--- src/hw/rtl/fsd_pkg.sv ---
// Shared types and constants for the field-sequential segment driver.
`default_nettype none

package fsd_pkg;

    localparam int SEGMENTS_DEFAULT = 64;

    localparam logic       OP_WRITE = 1'b0;
    localparam logic       OP_FRAME = 1'b1;

    localparam logic [2:0] COL_BLUE  = 3'd1;
    localparam logic [2:0] COL_RED   = 3'd2;
    localparam logic [2:0] COL_GREEN = 3'd4;

    localparam logic [3:0] PERIODS_RESET = 4'd3;

    // controller -> datapath
    typedef struct packed {
        logic write;   // store the input word in the table
        logic start;   // begin a frame walk
        logic step;    // advance the walk by one entry
    } fsd_cmd_t;

    // datapath -> controller
    typedef struct packed {
        logic byte_blocked;  // a finished word cannot enter the output register
        logic frame_done;    // last word of the frame is being loaded
    } fsd_status_t;

endpackage

`default_nettype wire

--- src/hw/rtl/fsd_ctrl.sv ---
// Frame controller: idle/run sequencing and walk stepping.
`default_nettype none

module fsd_ctrl (
    input  wire               clk,
    input  wire               rst_n,
    input  wire               in_valid,
    input  wire               opcode,
    output logic              in_ready,
    output fsd_pkg::fsd_cmd_t cmd,
    input  fsd_pkg::fsd_status_t status
);
    import fsd_pkg::*;

    typedef enum logic {
        ST_IDLE,
        ST_RUN
    } state_t;

    state_t state_reg;
    logic   in_ready_reg;
    logic   accept;

    assign accept   = in_valid && in_ready_reg;
    assign in_ready = in_ready_reg;

    always_comb
    begin
        cmd.write = accept && (opcode == OP_WRITE);
        cmd.start = accept && (opcode == OP_FRAME);
        cmd.step  = (state_reg == ST_RUN) && !status.byte_blocked;
    end

    always_ff @(posedge clk or negedge rst_n)
    begin
        if (!rst_n)
        begin
            state_reg    <= ST_IDLE;
            in_ready_reg <= 1'b1;
        end
        else
        begin
            unique case (state_reg)
                ST_IDLE:
                begin
                    if (accept && (opcode == OP_FRAME))
                    begin
                        state_reg    <= ST_RUN;
                        in_ready_reg <= 1'b0;
                    end
                end
                ST_RUN:
                begin
                    if (status.frame_done)
                    begin
                        state_reg    <= ST_IDLE;
                        in_ready_reg <= 1'b1;
                    end
                end
                default:
                begin
                    state_reg    <= ST_IDLE;
                    in_ready_reg <= 1'b1;
                end
            endcase
        end
    end

endmodule

`default_nettype wire

--- src/hw/rtl/fsd_datapath.sv ---
// Datapath: segment table, walk pipeline, byte packer, output register, color state.
`default_nettype none

module fsd_datapath #(
    parameter int SEGMENTS = fsd_pkg::SEGMENTS_DEFAULT
) (
    input  wire                  clk,
    input  wire                  rst_n,
    input  fsd_pkg::fsd_cmd_t    cmd,
    output fsd_pkg::fsd_status_t status,
    input  wire  [5:0]           seg_index,
    input  wire  [7:0]           seg_value,
    input  wire                  cfg_wr_en,
    input  wire  [3:0]           cfg_wr_data,
    output logic                 out_valid,
    input  wire                  out_ready,
    output logic [7:0]           shift_byte,
    output logic [2:0]           led_mask,
    output logic                 polarity_pin,
    output logic                 last
);
    import fsd_pkg::*;

    localparam int AW = $clog2(SEGMENTS);
    localparam int IW = (AW > 6) ? AW : 6;
    localparam int CW = IW + 1;

    // table
    logic [7:0]          mem [SEGMENTS];
    logic [SEGMENTS-1:0] entry_vld_reg;

    // walk pipeline
    logic          issue_act_reg;
    logic [AW-1:0] addr_reg;
    logic          s1_act_reg;
    logic [AW-1:0] s1_idx_reg;
    logic [7:0]    rd_data_reg;
    logic          rd_vld_reg;
    logic [7:0]    acc_reg;

    // frame state
    logic       invert_phase_reg;
    logic       upper_sel_reg;
    logic [2:0] active_color_reg;
    logic [2:0] lit_color_reg;
    logic [3:0] period_count_reg;
    logic [3:0] periods_reg;

    // output register
    logic       out_valid_reg;
    logic [7:0] shift_byte_reg;
    logic [2:0] led_mask_reg;
    logic       polarity_reg;
    logic       last_reg;

    logic [IW-1:0] wr_idx_wide;
    logic [AW-1:0] wr_addr;
    logic          wr_in_range;
    logic [2:0]    nib;
    logic          seg_bit;
    logic [7:0]    acc_next;
    logic          byte_close;
    logic          frame_end;
    logic          load_out;
    logic [3:0]    pc_inc;

    assign wr_idx_wide = IW'(seg_index);
    assign wr_addr     = wr_idx_wide[AW-1:0];
    assign wr_in_range = {1'b0, wr_idx_wide} < CW'(SEGMENTS);

    assign nib        = upper_sel_reg ? rd_data_reg[6:4] : rd_data_reg[2:0];
    assign seg_bit    = rd_vld_reg && !rd_data_reg[7] && (|(nib & active_color_reg));
    assign acc_next   = {acc_reg[6:0], seg_bit};
    assign byte_close = s1_act_reg && (s1_idx_reg[2:0] == 3'd0);
    assign frame_end  = byte_close && (s1_idx_reg == '0);
    assign load_out   = cmd.step && byte_close;
    assign pc_inc     = period_count_reg + 4'd1;

    assign status.byte_blocked = byte_close && out_valid_reg && !out_ready;
    assign status.frame_done   = cmd.step && frame_end;

    assign out_valid    = out_valid_reg;
    assign shift_byte   = shift_byte_reg;
    assign led_mask     = led_mask_reg;
    assign polarity_pin = polarity_reg;
    assign last         = last_reg;

    // table write and registered read
    always_ff @(posedge clk)
    begin
        if (cmd.write && wr_in_range)
        begin
            mem[wr_addr] <= seg_value;
        end
        if (cmd.step && issue_act_reg)
        begin
            rd_data_reg <= mem[addr_reg];
            rd_vld_reg  <= entry_vld_reg[addr_reg];
            s1_idx_reg  <= addr_reg;
        end
    end

    // payload of the output register
    always_ff @(posedge clk)
    begin
        if (load_out)
        begin
            shift_byte_reg <= acc_next ^ {8{invert_phase_reg}};
            led_mask_reg   <= frame_end ? lit_color_reg : 3'd0;
            polarity_reg   <= frame_end ? invert_phase_reg : 1'b0;
            last_reg       <= frame_end;
        end
    end

    always_ff @(posedge clk or negedge rst_n)
    begin
        if (!rst_n)
        begin
            entry_vld_reg    <= '0;
            issue_act_reg    <= 1'b0;
            addr_reg         <= '0;
            s1_act_reg       <= 1'b0;
            acc_reg          <= '0;
            invert_phase_reg <= 1'b0;
            upper_sel_reg    <= 1'b0;
            active_color_reg <= COL_BLUE;
            lit_color_reg    <= COL_BLUE;
            period_count_reg <= '0;
            periods_reg      <= PERIODS_RESET;
            out_valid_reg    <= 1'b0;
        end
        else
        begin
            if (cfg_wr_en)
            begin
                periods_reg <= cfg_wr_data;
            end

            if (cmd.write && wr_in_range)
            begin
                entry_vld_reg[wr_addr] <= 1'b1;
            end

            // address issue
            if (cmd.start)
            begin
                issue_act_reg <= 1'b1;
                addr_reg      <= AW'(SEGMENTS - 1);
                acc_reg       <= '0;
            end
            else if (cmd.step)
            begin
                s1_act_reg <= issue_act_reg;
                if (issue_act_reg)
                begin
                    if (addr_reg == '0)
                    begin
                        issue_act_reg <= 1'b0;
                    end
                    else
                    begin
                        addr_reg <= addr_reg - AW'(1);
                    end
                end
                if (s1_act_reg)
                begin
                    acc_reg <= byte_close ? 8'd0 : acc_next;
                end
            end

            // output register handshake
            if (load_out)
            begin
                out_valid_reg <= 1'b1;
            end
            else if (out_ready)
            begin
                out_valid_reg <= 1'b0;
            end

            // per-frame state update
            if (cmd.step && frame_end)
            begin
                upper_sel_reg <= !upper_sel_reg;
                if (invert_phase_reg)
                begin
                    invert_phase_reg <= 1'b0;
                    unique case (active_color_reg)
                        COL_BLUE, COL_RED, COL_GREEN:
                        begin
                            lit_color_reg <= active_color_reg;
                            if (pc_inc >= periods_reg)
                            begin
                                period_count_reg <= '0;
                                unique case (active_color_reg)
                                    COL_BLUE:  active_color_reg <= COL_RED;
                                    COL_RED:   active_color_reg <= COL_GREEN;
                                    default:   active_color_reg <= COL_BLUE;
                                endcase
                            end
                            else
                            begin
                                period_count_reg <= pc_inc;
                            end
                        end
                        default:
                        begin
                            active_color_reg <= COL_RED;
                        end
                    endcase
                end
                else
                begin
                    invert_phase_reg <= 1'b1;
                end
            end
        end
    end

endmodule

`default_nettype wire

--- src/hw/rtl/field_sequential_segment_driver.sv ---
// Top level of the field-sequential color LCD segment driver.
`default_nettype none

// Field-sequential segment driver. An input word with opcode write stores
// seg_value at seg_index in a SEGMENTS-entry table (indexes at or above
// SEGMENTS are dropped) and produces nothing. An input word with opcode
// frame walks the table from the top entry down to entry 0, one entry per
// cycle while the output register can take each finished word, through a
// registered table read, and emits ceil(SEGMENTS/8) output words of packed
// segment bits, the highest index in the MSB. The last word also carries
// the backlight color mask and the polarity pin. While the consumer keeps
// up, the single-port table read, one entry per cycle, sets the length of a
// frame. A slow consumer stalls the walk at each byte boundary; the output
// register holds one finished word so the next input word can be taken
// while the final byte of a frame still waits.
// The table is cleared at reset through per-entry valid bits, so there is
// no clearing pass. periods_per_color is written via cfg_wr_en/cfg_wr_data
// and should only change while the block is idle.
module field_sequential_segment_driver #(
    parameter int SEGMENTS = fsd_pkg::SEGMENTS_DEFAULT
) (
    input  wire        clk,
    input  wire        rst_n,
    // input words
    input  wire        in_valid,
    output logic       in_ready,
    input  wire        opcode,
    input  wire  [5:0] seg_index,
    input  wire  [7:0] seg_value,
    // configuration
    input  wire        cfg_wr_en,
    input  wire  [3:0] cfg_wr_data,
    // output words
    output logic       out_valid,
    input  wire        out_ready,
    output logic [7:0] shift_byte,
    output logic [2:0] led_mask,
    output logic       polarity_pin,
    output logic       last
);
    import fsd_pkg::*;

    fsd_cmd_t    cmd;
    fsd_status_t status;

    // sequencing: idle/run, step enable gated by output backpressure
    fsd_ctrl u_ctrl (
        .clk      (clk),
        .rst_n    (rst_n),
        .in_valid (in_valid),
        .opcode   (opcode),
        .in_ready (in_ready),
        .cmd      (cmd),
        .status   (status)
    );

    // table, walk pipeline, packer and color state
    fsd_datapath #(
        .SEGMENTS (SEGMENTS)
    ) u_datapath (
        .clk          (clk),
        .rst_n        (rst_n),
        .cmd          (cmd),
        .status       (status),
        .seg_index    (seg_index),
        .seg_value    (seg_value),
        .cfg_wr_en    (cfg_wr_en),
        .cfg_wr_data  (cfg_wr_data),
        .out_valid    (out_valid),
        .out_ready    (out_ready),
        .shift_byte   (shift_byte),
        .led_mask     (led_mask),
        .polarity_pin (polarity_pin),
        .last         (last)
    );

    // a frame word closes the input until its walk finishes
    a_frame_blocks_input: assert property (
        @(posedge clk) disable iff (!rst_n)
        (in_valid && in_ready && (opcode == OP_FRAME)) |=> !in_ready
    ) else $error("input still open after frame accepted");

    // the controller reopens the input right after the last byte is loaded
    a_done_reopens: assert property (
        @(posedge clk) disable iff (!rst_n)
        status.frame_done |=> (in_ready && out_valid && last)
    ) else $error("frame end not followed by idle with last word");

    // only the last word carries the backlight and polarity fields
    a_side_fields_last_only: assert property (
        @(posedge clk) disable iff (!rst_n)
        (out_valid && !last) |-> ((led_mask == 3'd0) && !polarity_pin)
    ) else $error("side fields set on non-last word");

    // backlight mask is always a single color
    a_led_onehot: assert property (
        @(posedge clk) disable iff (!rst_n)
        (out_valid && last) |-> $onehot(led_mask)
    ) else $error("led mask not one-hot");

endmodule

`default_nettype wire

--- config.mk ---
export PLATFORM = sky130hd
export DESIGN_NAME = field_sequential_segment_driver
export DESIGN_NICKNAME = d
export VERILOG_FILES = /design/src/hw/rtl/fsd_pkg.sv /design/src/hw/rtl/fsd_ctrl.sv /design/src/hw/rtl/fsd_datapath.sv /design/src/hw/rtl/field_sequential_segment_driver.sv
export SDC_FILE = /design/constraint.sdc
export NUM_CORES = 1
export LEC_CHECK = 0
export BUFFER_PORTS_ARGS = -buffer_cell sky130_fd_sc_hd__buf_2
export CAP_MARGIN = 10
export CORE_AREA = 3 3 279 281
export CTS_CLUSTER_SIZE = 24
export DETAILED_ROUTE_END_ITERATION = 12
export DIE_AREA = 0 0 282 284
export SLEW_MARGIN = 20
export SYNTH_ARGS = -nofsm -noshare
export SYNTH_HDL_FRONTEND = slang
export SYNTH_SLANG_ARGS = --single-unit
--- constraint.sdc ---
create_clock -name clk -period 3.3 [get_ports clk]
set_clock_uncertainty 0.2 [all_clocks]
set_input_delay 0.33 -clock clk [delete_from_list [all_inputs] [get_ports clk]]
set_output_delay 0.33 -clock clk [all_outputs]
set_load 0.05 [all_outputs]
; Yosys cells after proc, flatten, opt, wreduce, memory -nomap -nowiden
; Memory sizes are Yosys's and may differ from the RTL's. A register that Yosys moved wholly into a read port is not among the register bits.
; Index checks and enable logic that the tools add are counted.
[totals]
reg_bits = 118
latchBits = 0
ramBits = 512
rom_bits = 0
inputBits = 24
word_cells = 105
mem_count = 1
[mem_list]
columns = memory, words, width, rd, rd_clocked_by_memory_dff, wr, line_no
row1 = u_datapath.mem, 64, 8, 1, 1, 1, fsd_datapath.sv:29  ; logic [7:0] mem [SEGMENTS];
[classes]
n_addsub = 2
mul = 0
n_div = 0
magnitude_cmp = 4
eq_ne = 7
shifts = 0
muxes = 32
bitwise_logic = 6
n_reduce_logical = 33
[ops]
columns = cell, count
row1 = OR 64 bit, 1
row2 = 2-to-1 mux 7 bit, 4
row3 = 2-to-1 mux 6 bit, 4
row4 = 2-to-1 mux 1 bit, 15
row5 = logical AND 1 bit, 14
row6 = < comparator 6 x 7 -> 1 bit (second input constant), 2
row7 = zero test 6 bit, 2
row8 = 2-to-1 mux 3 bit, 3
row9 = AND reduction 3 bit, 3
row10 = nonzero test 2 bit, 4
row11 = XOR 8 bit, 1
row12 = binary-select mux 1 bit (select 6 bit), 1
row13 = demux 1 bit (select 6 bit), 1
row14 = >= comparator 6 x 1 -> 1 bit (second input constant), 1
row15 = inequality test 2 bit (second input constant), 3
row16 = case mux 3 bit (2 select lines), 1
row17 = AND reduction 2 bit, 3
row18 = OR reduction 3 bit, 2
row19 = subtractor 6 x 1 -> 6 bit (second input constant), 1
row20 = adder 4 x 1 -> 4 bit (second input constant), 1
row21 = >= comparator 4 bit, 1
row22 = zero test 1 bit, 4
row23 = 2-to-1 mux 4 bit, 1
row24 = case mux 1 bit (2 select lines), 2
row25 = other kinds (7), 9

; Logic depth before layout (Yosys ltp)
[logic_depth]
depth_word = 9
mapped_depth = 9

; By module
; Synthesis repeated with hierarchy kept, for this count alone.
[hier_totals]
hier_cells = 1235
area_unflattened_um2 = 22791.9
[by_module_without_submodules]
columns = mod, instances, cells_per_inst, area_per_inst_um2
row1 = fsd_datapath, 1, 1224, 22695.5
row2 = fsd_ctrl, 1, 11, 96.3

; Worst setup path before layout
; No wires, ideal clock.
[synth_path]
kind = reg-to-reg
start = reg u_datapath.addr_reg[0]
end = reg u_datapath.rd_data_reg[4] (read register of u_datapath.mem), data pin
setup_ns = 0.261
arrival_time_ns = 2.138
required_ns = 2.839
slack_ns = 0.701
stages_incl_launch_ff = 7
synth_period_minus_slack_ns = 2.599
cell_sequence = dfrtp_1 -> buf_2 -> buf_1 -> mux4_2 -> a22oi_1 -> nand2_1 -> a221o_1
[synth_rtl]
columns = item, line_no
row1 = from (decl), fsd_datapath.sv:34  ; logic [AW-1:0] addr_reg;
row2 = from (signal assigned), fsd_datapath.sv:148  ; addr_reg <= AW'(SEGMENTS - 1);
row3 = from (signal assigned), fsd_datapath.sv:162  ; addr_reg <= addr_reg - AW'(1);
row4 = to (decl), fsd_datapath.sv:37  ; logic [7:0] rd_data_reg;

; Worst setup path after layout
[layout_path]
start = reg u_ctrl.in_ready_reg, in the netlist u_ctrl.in_ready
end = mem u_datapath.mem[19][5] (enable)
[layout_via]
elab_chain_len = 4
[layout_lines]
columns = item, line_no
row1 = from (decl), fsd_ctrl.sv:21  ; logic in_ready_reg;
row2 = from (signal assigned), fsd_ctrl.sv:39  ; in_ready_reg <= 1'b1;
row3 = from (signal assigned), fsd_ctrl.sv:49  ; in_ready_reg <= 1'b0;
row4 = from (signal assigned), fsd_ctrl.sv:57  ; in_ready_reg <= 1'b1;
row5 = logical AND 1 bit, fsd_ctrl.sv:24  ; assign accept = in_valid && in_ready_reg;
row6 = logical AND 1 bit, fsd_ctrl.sv:29  ; cmd.write = accept && (opcode == OP_WRITE);
row7 = 2-to-1 mux 1 bit, fsd_datapath.sv:91  ; if (cmd.write && wr_in_range)
row8 = 2-to-1 mux 1 bit (not written as such), fsd_datapath.sv:93  ; mem[wr_addr] <= seg_value;
row9 = to (decl), fsd_datapath.sv:29
; No other way between the ends.

==> results_dict.tcl <==
set metrics [dict create \
    critPathSlowestCell "nor2_1" \
    synth_edf_count 475 \
    layout.nets 1416 \
    max_freq_ghz 0.344 \
    ctsRootBufferMaster "clkbuf_16" \
    postRouteAntennaNets 0 \
    routedWlPerCell_um 21.3 \
    rows 101 \
    cts_max_level 2 \
    crit_type "reg -> reg" \
    fin_crit_ns 2.91 \
    worst_pin_slew_ns 1.05 \
    fp.dieArea_um2 80100 \
    critPathRequiredTime_ns 3.35 \
    cp-end-kind "flip-flop" \
    cp_top_family "simple AND/OR/NAND/NOR gates" \
    synth_area_per_cell_um2 18.3 \
    final_area_um2 26600 \
    areaGrowthSynthToFinish_pct 18.0 \
    p_sw_share_pct 20.2 \
    wl_met1_um 22000 \
    synthDistinctLibCells 53 \
    routed.top_layer "met4" \
    seqPwrFrac_pct 54.6 \
    cts_tree "done" \
    drt_first_iter_violations 1060 \
    num_vias 11810 \
    cts-resized-gates 0 \
    place_congestion 0.834 \
    grt_antenna_before_repair 3 \
    core-area_um2 75700 \
    die_x_um 282 \
    drcViolationCount 0 \
    p_switching_mw 2.91 \
    drv_slew 0 \
    final_cell_mix "edfxtp_1 (475), mux4_2 (104), buf_4 (97)" \
    routed_wl_um 51400 \
    crit_arrival_ns 2.96 \
    dpl_cell_area_um2 24600 \
    worstSkewPairLatency_ns 0.63 \
    finalHoldViolations 0 \
    cpMostUsedCell "nand2_1" \
    clock-sinks 573 \
    maxCapViolCount 0 \
    clockBufferDepth 3 \
    p_int_mw 11.5 \
    grt_max_degree 65 \
    fin_setup_tns_ns 0 \
    synth_area_um2 22500 \
    power_mw 14.4 \
    start_util_pct 29.8 \
    leakagePower_nw 9.18 \
    combPwrFrac_pct 1.4 \
    synth.net_count 1264 \
    status "finished clean" \
    fillCellCount 7001 \
    first_pass_iters 5 \
    irDropWorstVdd_v 0.000450 \
    hpwl_um 32800 \
    largest_register_ffs 448 \
    crit_fanout 8 \
    ys_seq_area_share_pct 74.2 \
    synth_top_flop_cell "edfxtp_1" \
    slew_headroom_pct 29.8 \
    p_clk_share_pct 44.1 \
    die_height_um 284 \
    synthCells 1233 \
    rsz0062_at_grt "false" \
    synthArstFlopShare_pct 17.1 \
    layout-drive-gt1-share_pct 28.8 \
    design.portCount 39 \
    portBuffers 37 \
    hp-class "in -> reg" \
    wl_met2_um 24500 \
    critPathBufInv 0 \
    synth_seq_cells 573 \
    max_stage_delay_ns 0.74 \
    fin_crit_sh_pct 88.2 \
    p_per_area_nw_per_um2 540 \
    yosys_warnings 0 \
    critPathLaunchType "flip-flop" \
    grt_pass1_vias 12303 \
    setup_violations 0 \
    cts_buffers 57 \
    met3WireLength_um 3390 \
    grt.total_usage_pct 12.8 \
    grt_overflow 0 \
    path_cells "nand2_1 > nor3b_1 > nand2_1 > nor2_1" \
    via_per_inst 4.89 \
    clk_pin_slew_ns 0.06 \
    layout_commonest_cell "edfxtp_1" \
    fin_util_pct 35.1 \
    grt_pass1_wl_um 77200 \
]
[synth_stat cells, types with 4 or more instances]
cell	number	area, um^2
edfxtp_1	475	14300
mux4_2	104	2340
dfrtp_1	93	2330
nor2_1	76	285
or2_2	64	400
mux2i_1	56	561
nand2_1	53	199
a22oi_1	33	248
a21oi_1	28	140
clkbuf_1	27	101
o21ai_0	22	110
buf_1	18	67.6
a221oi_1	17	149
nand3_1	17	85.1
buf_2	16	80.1
xor2_1	12	105
nor2b_1	9	56.3
a211oi_1	8	60.1
inv_1	8	30.0
o22ai_1	8	50.1
a22o_1	7	61.3
ha_1	7	87.6
a221o_1	5	50.1
and2_1	5	31.3
dfstp_2	5	131
nand3b_1	5	37.5
xnor2_1	5	43.8
and2_2	4	30.0
nand2b_1	4	25.0
[power groups by stage]
stage	logic [mW]	clock network [mW]	registers [mW]
finish	0.197	6.33	7.84
global route	0.220	6.75	7.83
CTS	0.203	6.47	7.84
detailed placement	0.186	0	7.99
global placement	0.175	0	7.99
floorplan	0.0276	0	7.99
[worst reg2reg max path, cell delays in order, from the launching register on]
cell	delay, ns
dfstp_2	0.55
nand2_1	0.14
nor3b_1	0.44
nand2_1	0.49
nor2_1	0.74
[per-stage QoR]
step           hold slack (ns)  instances  worst slack (ns)
3_5_place_dp             0.214       2289             0.365
3_3_place_gp             0.223       2289             0.417
4_1_cts                 0.0129       2412             0.374
2_1_floorplan           -0.166       1233             0.701
6_report                0.0589       2415             0.390
5_1_grt                 0.0262       2413             0.184
[final timing paths]
check / start / end / slack [ns] / cells after the start
max: u_ctrl.in_ready / u_datapath.mem[19][5] / 0.39 / 4
min: opcode / u_ctrl.state_reg / 0.06 / 3
max reg2reg: u_ctrl.in_ready / u_datapath.mem[19][5] / 0.39 / 4
min reg2reg: u_datapath.entry_vld_reg[7] / u_datapath.entry_vld_reg[7] / 0.26 / 1
max in group asynchronous: rst_n / u_datapath.periods_reg[0] / 1.91 / 3
min in group asynchronous: rst_n / u_datapath.entry_vld_reg[31] / 0.09 / 2
[what timing repair did]
item / 4_1_cts / 5_1_grt
hold buffers: 15 / 0
setup endpoints to repair: 0 / 0
buffers inserted: 0 / 0
hold endpoints to repair: 74 / 0
[kinds of logic after synthesis]
logic type | share of synthesized area, %
compound gates | 4.45
mux | 13.0
flops | 74.2
buf+inv | 1.24
fa+ha+maj | 0.389
simple gates | 6.01
xor+xnor | 0.661
[cell type report]
cell class | count | area (um^2) | area share (%)
diodes | 3 | 7.51 | 0.0282
clock buffers | 86 | 1630 | 6.11
clock inverters | 22 | 218 | 0.819
inverters | 8 | 30.0 | 0.113
multi-input cells | 591 | 5530 | 20.8
flip-flops and latches | 573 | 16700 | 62.9
well taps | 978 | 1220 | 4.60
repair buffers | 154 | 1220 | 4.60
[routing by layer]
metal	track usage, %	vias up
met2	20.2	345
met1	17.3	6171
met4	4.52	0
met3	2.99	95
li1	-	5199
met5	0	-
Note: power is estimated with default switching activity, not from simulation.
